**src/ieqd_pkg.sv**
```systemverilog
`timescale 1ns / 1ps
package ieqd_pkg;

	// item kinds, carried on s_tuser
	typedef enum logic [2:0] {
		MODE_KEY    = 3'd0,
		MODE_MOTION = 3'd1,
		MODE_BUTTON = 3'd2,
		MODE_WHEEL  = 3'd3,
		MODE_BATCH  = 3'd4,
		MODE_DRAIN  = 3'd5,
		MODE_CFG_WR = 3'd6,
		MODE_CFG_RD = 3'd7
	} mode_t;

	localparam logic [2:0] ST_OK     = 3'd0;
	localparam logic [2:0] ST_EMPTY  = 3'd1;
	localparam logic [2:0] ST_NODESC = 3'd2;
	localparam logic [2:0] ST_FAULT  = 3'd3;
	localparam logic [2:0] ST_DROP   = 3'd4;

	localparam logic [1:0] TYPE_SYN = 2'd0;
	localparam logic [1:0] TYPE_KEY = 2'd1;
	localparam logic [1:0] TYPE_REL = 2'd2;

	localparam logic [8:0] CODE_REL_X        = 9'd0;
	localparam logic [8:0] CODE_REL_Y        = 9'd1;
	localparam logic [8:0] CODE_REL_HWHEEL   = 9'd6;
	localparam logic [8:0] CODE_REL_WHEEL    = 9'd8;
	localparam logic [8:0] CODE_MOUSE_LEFT   = 9'h110;
	localparam logic [8:0] CODE_MOUSE_RIGHT  = 9'h111;
	localparam logic [8:0] CODE_MOUSE_MIDDLE = 9'h112;

	localparam logic [1:0] BUTTON_ID_LEFT   = 2'd1;
	localparam logic [1:0] BUTTON_ID_MIDDLE = 2'd2;
	localparam logic [1:0] BUTTON_ID_RIGHT  = 2'd3;

	// config space
	localparam logic [7:0] CFG_ADDR_SELECT = 8'd0;
	localparam logic [7:0] CFG_ADDR_SUBSEL = 8'd1;
	localparam logic [7:0] CFG_ADDR_SIZE   = 8'd2;
	localparam logic [7:0] CFG_ADDR_DATA   = 8'd8;
	localparam logic [7:0] SEL_ID_NAME     = 8'h01;
	localparam logic [7:0] SEL_ID_SERIAL   = 8'h02;
	localparam logic [7:0] SEL_ID_DEVIDS   = 8'h10;
	localparam logic [7:0] SEL_EV_BITS     = 8'h11;
	localparam logic [7:0] EV_BITS_SIZE    = 8'd128;
	localparam logic [7:0] EV_BITS_BYTE    = 8'hff;

	// ring record: {type, code, value}
	localparam int REC_W = 43;

	localparam int ID_TEXT_LEN = 25;
	localparam logic [8*ID_TEXT_LEN-1:0] ID_TEXT = "input-event-queue-device ";

	// offset modulo the text length by conditional subtraction (offsets stay below 256)
	function automatic logic [7:0] id_byte(input logic [7:0] off);
		logic [7:0] idx;
		idx = off;
		if (idx >= 8'(8 * ID_TEXT_LEN)) idx = idx - 8'(8 * ID_TEXT_LEN);
		if (idx >= 8'(4 * ID_TEXT_LEN)) idx = idx - 8'(4 * ID_TEXT_LEN);
		if (idx >= 8'(2 * ID_TEXT_LEN)) idx = idx - 8'(2 * ID_TEXT_LEN);
		if (idx >= 8'(ID_TEXT_LEN)) idx = idx - 8'(ID_TEXT_LEN);
		return ID_TEXT[8*(ID_TEXT_LEN-1-int'(idx)) +: 8];
	endfunction

	typedef struct packed {
		logic load_item;
		logic exec_first;
		logic exec_second;
		logic capture;
		logic load_out;
	} cmd_t;

	typedef struct packed {
		logic two_step;
		logic pop;
		logic out_free;
	} sts_t;

endpackage

```
**src/ieqd_ctrl.sv**
```systemverilog
`timescale 1ns / 1ps
module ieqd_ctrl (
	input  logic            clk,
	input  logic            arst_n,
	input  logic            s_tvalid,
	output logic            s_tready,
	input  ieqd_pkg::sts_t  sts,
	output ieqd_pkg::cmd_t  cmd
);

	typedef enum logic [4:0] {
		S_IDLE   = 5'b00001,
		S_FIRST  = 5'b00010,
		S_SECOND = 5'b00100,
		S_FETCH  = 5'b01000,
		S_DONE   = 5'b10000
	} state_t;

	state_t state_q, state_d;

	always_comb begin
		state_d = state_q;
		case (state_q)
			S_IDLE: begin
				if (s_tvalid) state_d = S_FIRST;
			end
			S_FIRST: begin
				if (sts.two_step) state_d = S_SECOND;
				else if (sts.pop) state_d = S_FETCH;
				else state_d = S_DONE;
			end
			S_SECOND: state_d = S_DONE;
			S_FETCH:  state_d = S_DONE;
			S_DONE: begin
				if (sts.out_free) state_d = S_IDLE;
			end
			default: state_d = S_IDLE;
		endcase
	end

	always_ff @(posedge clk or negedge arst_n) begin
		if (!arst_n) begin
			state_q <= S_IDLE;
		end else begin
			state_q <= state_d;
		end
	end

	assign s_tready        = (state_q == S_IDLE);
	assign cmd.load_item   = (state_q == S_IDLE) && s_tvalid;
	assign cmd.exec_first  = (state_q == S_FIRST);
	assign cmd.exec_second = (state_q == S_SECOND);
	assign cmd.capture     = (state_q == S_FETCH);
	assign cmd.load_out    = (state_q == S_DONE) && sts.out_free;

endmodule

```
**config.mk**
```make
export PLATFORM = sky130hd
export DESIGN_NAME = ieqd_ctrl
export DESIGN_NICKNAME = d
export VERILOG_FILES = /design/src/ieqd_pkg.sv /design/src/ieqd_ctrl.sv
export SDC_FILE = /design/constraint.sdc
export NUM_CORES = 1
export LEC_CHECK = 0
export BUFFER_PORTS_ARGS = -buffer_cell sky130_fd_sc_hd__buf_2
export CORE_AREA = 2 2 39 41
export DETAILED_ROUTE_END_ITERATION = 7
export DIE_AREA = 0 0 41 43
export HOLD_SLACK_MARGIN = 0.03
export PLACE_DENSITY_LB_ADDON = 0.05
export SLEW_MARGIN = 20
export SYNTH_ARGS = -nofsm -noshare
export SYNTH_HDL_FRONTEND = slang
export SYNTH_SLANG_ARGS = --single-unit
```
**constraint.sdc**
```tcl
create_clock -name clk -period 1.35 [get_ports clk]
set_input_delay 0 -clock clk [delete_from_list [all_inputs] [get_ports clk]]
set_output_delay 0 -clock clk [all_outputs]
set_load 0.01 [all_outputs]
```
# After elaboration in Yosys (flattened, before gate mapping)
# Cells that the tools add are included.
[totals]
reg_bits = 5
input_bits = 6
out_inout_bits = 6
[classes]
n_eq_ne = 7
muxes = 5
reduce_logical = 4
[ops]
columns = ["operator", "n"]
rows = [
  ["5-bit 2-to-1 mux", 4],
  ["5-bit one-hot mux with 4 select lines", 1],
  ["5-bit by 1-bit equality test with 1-bit output (second input constant)", 1],
  ["5-bit by 2-bit equality test with 1-bit output (second input constant)", 1],
  ["5-bit by 3-bit equality test with 1-bit output (second input constant)", 1],
  ["5-bit by 4-bit equality test with 1-bit output (second input constant)", 1],
  ["5-bit equality test (second input constant)", 1],
  ["2-bit != test (second input constant)", 2],
  ["1-bit logical AND", 2],
  ["2-bit AND reduction", 1],
  ["2-bit OR reduction", 1],
]

# Depth between registers and ports, before layout
[logic_depth]
word_depth = 3
ltp_mapped = 4

# Least setup slack after synthesis
# No wires, ideal clock.
[synth_timing]
path_type = "flip-flop to flip-flop"
from = "reg state_q[0]"
to = "reg state_q[2]"
arrival_time_ps = 972
slack_ps = 259
stages_incl_launch_ff = 5
n_path_buf = 0
synth_period_minus_slack_ps = 1091
cell_sequence = "dfstp_2 > nor2_1 > nand3_1 > inv_1 > and2_1"
[synth_rtl]
columns = ["item", "line_no", "source"]
rows = [
  ["start: declaration", "ieqd_ctrl.sv:19", "state_t state_q, state_d;"],
  ["start signal: assignment", "ieqd_ctrl.sv:45", "state_q <= state_d;"],
]

==> summary.md <==
| Metric | Value |
|---|---|
| Status | `finished, final reports clean` |
| Syn_nets | `34` |
| Total track usage | `0.0859` |
| Worst skew pair latency | `0.24 ns` |
| Total clock sinks | `5` |
| Synth unique cells | `17` |
| Starting DRT DRC Count | `2` |
| Data required time of the critical path | `1.35 ns` |
| F_max | `796 MHz` |
| Least-Margin Pin Slew | `0.289 ns` |
| CTS Buffer Depth | `2` |
| Tot Pwr | `0.722 mW` |
| Most flop-heavy register | `state_q` |
| Mapped Cells | `28` |
| Overall die width | `41 um` |
| Final setup viols | `0` |
| Area of the multi-input gates | `158 sq um` |
| CTS tree | `yes` |
| Post-Route WL | `619 um` |
| Number of diodes | `0` |
| Worst path arrival time | `1.26 ns` |
| Starting density of the core | `0.203` |
| First-pass GRT wire length | `959 um` |
| Setup_tns | `0 ns` |
| R2R Setup Slk | `0.14 ns` |
| HP Class | `input pin to asynchronous set/reset pin` |
| Leakage | `0.228 nW` |
| Layout area overhead | `54.2%` |
| Cells after DPL | `55` |
| Layout Skew | `0.000669 ns` |
| Syn Area/Cell | `10.1 sq um` |
| Fillers | `155` |
| PD cells | `1660 nW/um^2` |
| Post-layout net count | `54` |
| Dpl cell area | `357 sq um` |
| GP Congestion | `0.663` |
| Postcts setup bufs | `0` |
| Area of the mapped netlist | `282 sq um` |
| TritonCTS Buffers | `3` |
| Largest net degree at the start of global routing | `9` |
| Switching power | `0.267 mW` |
| Synthesized flop and latch total | `5` |
| Max rail drop VDD | `0.635 mV` |
| Root cell of the clock tree | `clkbuf_4` |
| Max-slew headroom | `0.808` |
| Sequential Power Share | `0.375` |
| Clock network power share | `0.234` |
| Net Sw Frac | `0.370` |
| Logic pwr share | `0.391` |
| Final Max Tran Viols | `0` |
| Routed wire per std cell | `9.83 um` |
| Commonest non-fill, non-tap cells in the layout | `buf_2 (11), dlygate4sd3_1 (4), and2_1 (3), clkbuf_4 (3), dfrtp_1 (3)` |
| Largest registers | `state_q (5)` |
| Synth warn | `0` |
| Commonest non-fill, non-tap cell in the layout | `buf_2` |
| Core area | `1380 sq um` |
| Crit path time final | `1.26 ns` |
| Post-DP HPWL | `496 um` |
| Overflow after GRT | `0` |
| First-pass DRT Iterations | `2` |
| Vias post-DR | `267` |
| Hold Vio Cnt, Final | `0` |
| Post-route insts no fill | `63` |
| Startpoint types | `flip-flop` |
| Rows | `14` |
| Initial antenna violation count | `0` |
| I/O Buffers | `11` |
| Die H | `43 um` |
| Setup crit end kind | `output pin` |
| Sequential area share after synthesis | `0.449` |
| DRC | `0` |
| Register area | `128 sq um` |
| CP max FO | `8` |
| Vias in the first global route | `246` |
| H-tree lvl count | `1` |
| Final worst path period share | `0.931` |
| Die ar. | `1760 sq um` |
| Max-cap violations | `0` |
| Max reg flops | `5` |
| Final Cell Area | `434 sq um` |
| Post-route ant nets | `0` |
| Fraction of layout cells with a size suffix above 1 | `0.447` |
| WS Path Type | `flip-flop to output pin` |
| Unrepaired setup endpoints after global routing | `no` |
| Clk pin slew, worst setup/hold paths | `0.04 ns` |
| Internal power | `0.455 mW` |
| Vias/cell | `4.24` |
| Top Ports | `12` |
## logic make-up after synthesis
| group | share of synthesized area |
|---|---|
| simple gates | 0.409 |
| buf+inv | 0.0267 |
| flops | 0.449 |
| xor+xnor | 0.0311 |
| compound gates | 0.0845 |
## cell usage after synthesis
cell / n / area [sq um]
a22oi_1: 1 / 7.51
a31o_1: 1 / 8.76
and2_1: 3 / 18.8
and3_2: 1 / 7.51
and4b_1: 2 / 20.0
and4bb_2: 1 / 12.5
dfrtp_1: 4 / 100
dfstp_2: 1 / 26.3
inv_1: 2 / 7.51
nand3_1: 2 / 10.0
nor2_1: 4 / 15.0
nor2b_1: 1 / 6.26
nor3_1: 1 / 5.00
nor3b_1: 1 / 7.51
nor4_2: 1 / 12.5
o31ai_1: 1 / 7.51
xor2_1: 1 / 8.76
## metrics by stage
step                      utilization  setup WS, ns  hold WS, ns
final                           0.314        0.0935        0.106
after global routing            0.314       0.00223        0.109
after CTS                       0.306       0.00943       0.0934
after detailed placement        0.258         0.151       -0.178
after global placement          0.258         0.178       -0.181
after floorplan                     -         0.259       -0.296
## power groups by stage
| stage | logic (mW) | registers (mW) | clock network [mW] |
|---|---|---|---|
| after floorplan | 0.185 | 0.248 | 0 |
| after global placement | 0.269 | 0.266 | 0 |
| after detailed placement | 0.269 | 0.263 | 0 |
| after CTS | 0.279 | 0.262 | 0.181 |
| after global routing | 0.322 | 0.279 | 0.184 |
| final | 0.282 | 0.271 | 0.169 |
## final cells by class
class,count,share of cell area
clock buffers,4,0.0605
well taps,16,0.0461
multi-input cells,21,0.363
flip-flops and latches,5,0.294
inverters,2,0.0173
repair buffers,15,0.219
## final timing paths
path,endpoint,cells after the start,startpoint
setup reg to reg,state_q[0],3,state_q[0]
setup / recovery,cmd[4],4,state_q[0]
max in group asynchronous,state_q[0],2,arst_n
hold reg to reg,state_q[0],2,state_q[0]
min in group clk,state_q[4],4,sts[0]
hold / removal,state_q[1],2,arst_n
## critical path, cell delays in order, from the launching register on
cell	delay, ns
dfstp_2	0.59
nand3_1	0.11
inv_1	0.09
and2_1	0.11
buf_2	0.12
## timing repair
item	CTS	global route
hold buffers	4	0
endpoints found under the hold margin	9	0
endpoints found under the setup margin	0	2
gates resized for setup	0	4
## layer usage
layer,part of all wire,global-route usage
met1,0.47,0.105
met4,0,0.100
met5,0,0
met2,0.47,0.109
met3,0.055,0.0157
(Power assumes the default switching activity.)
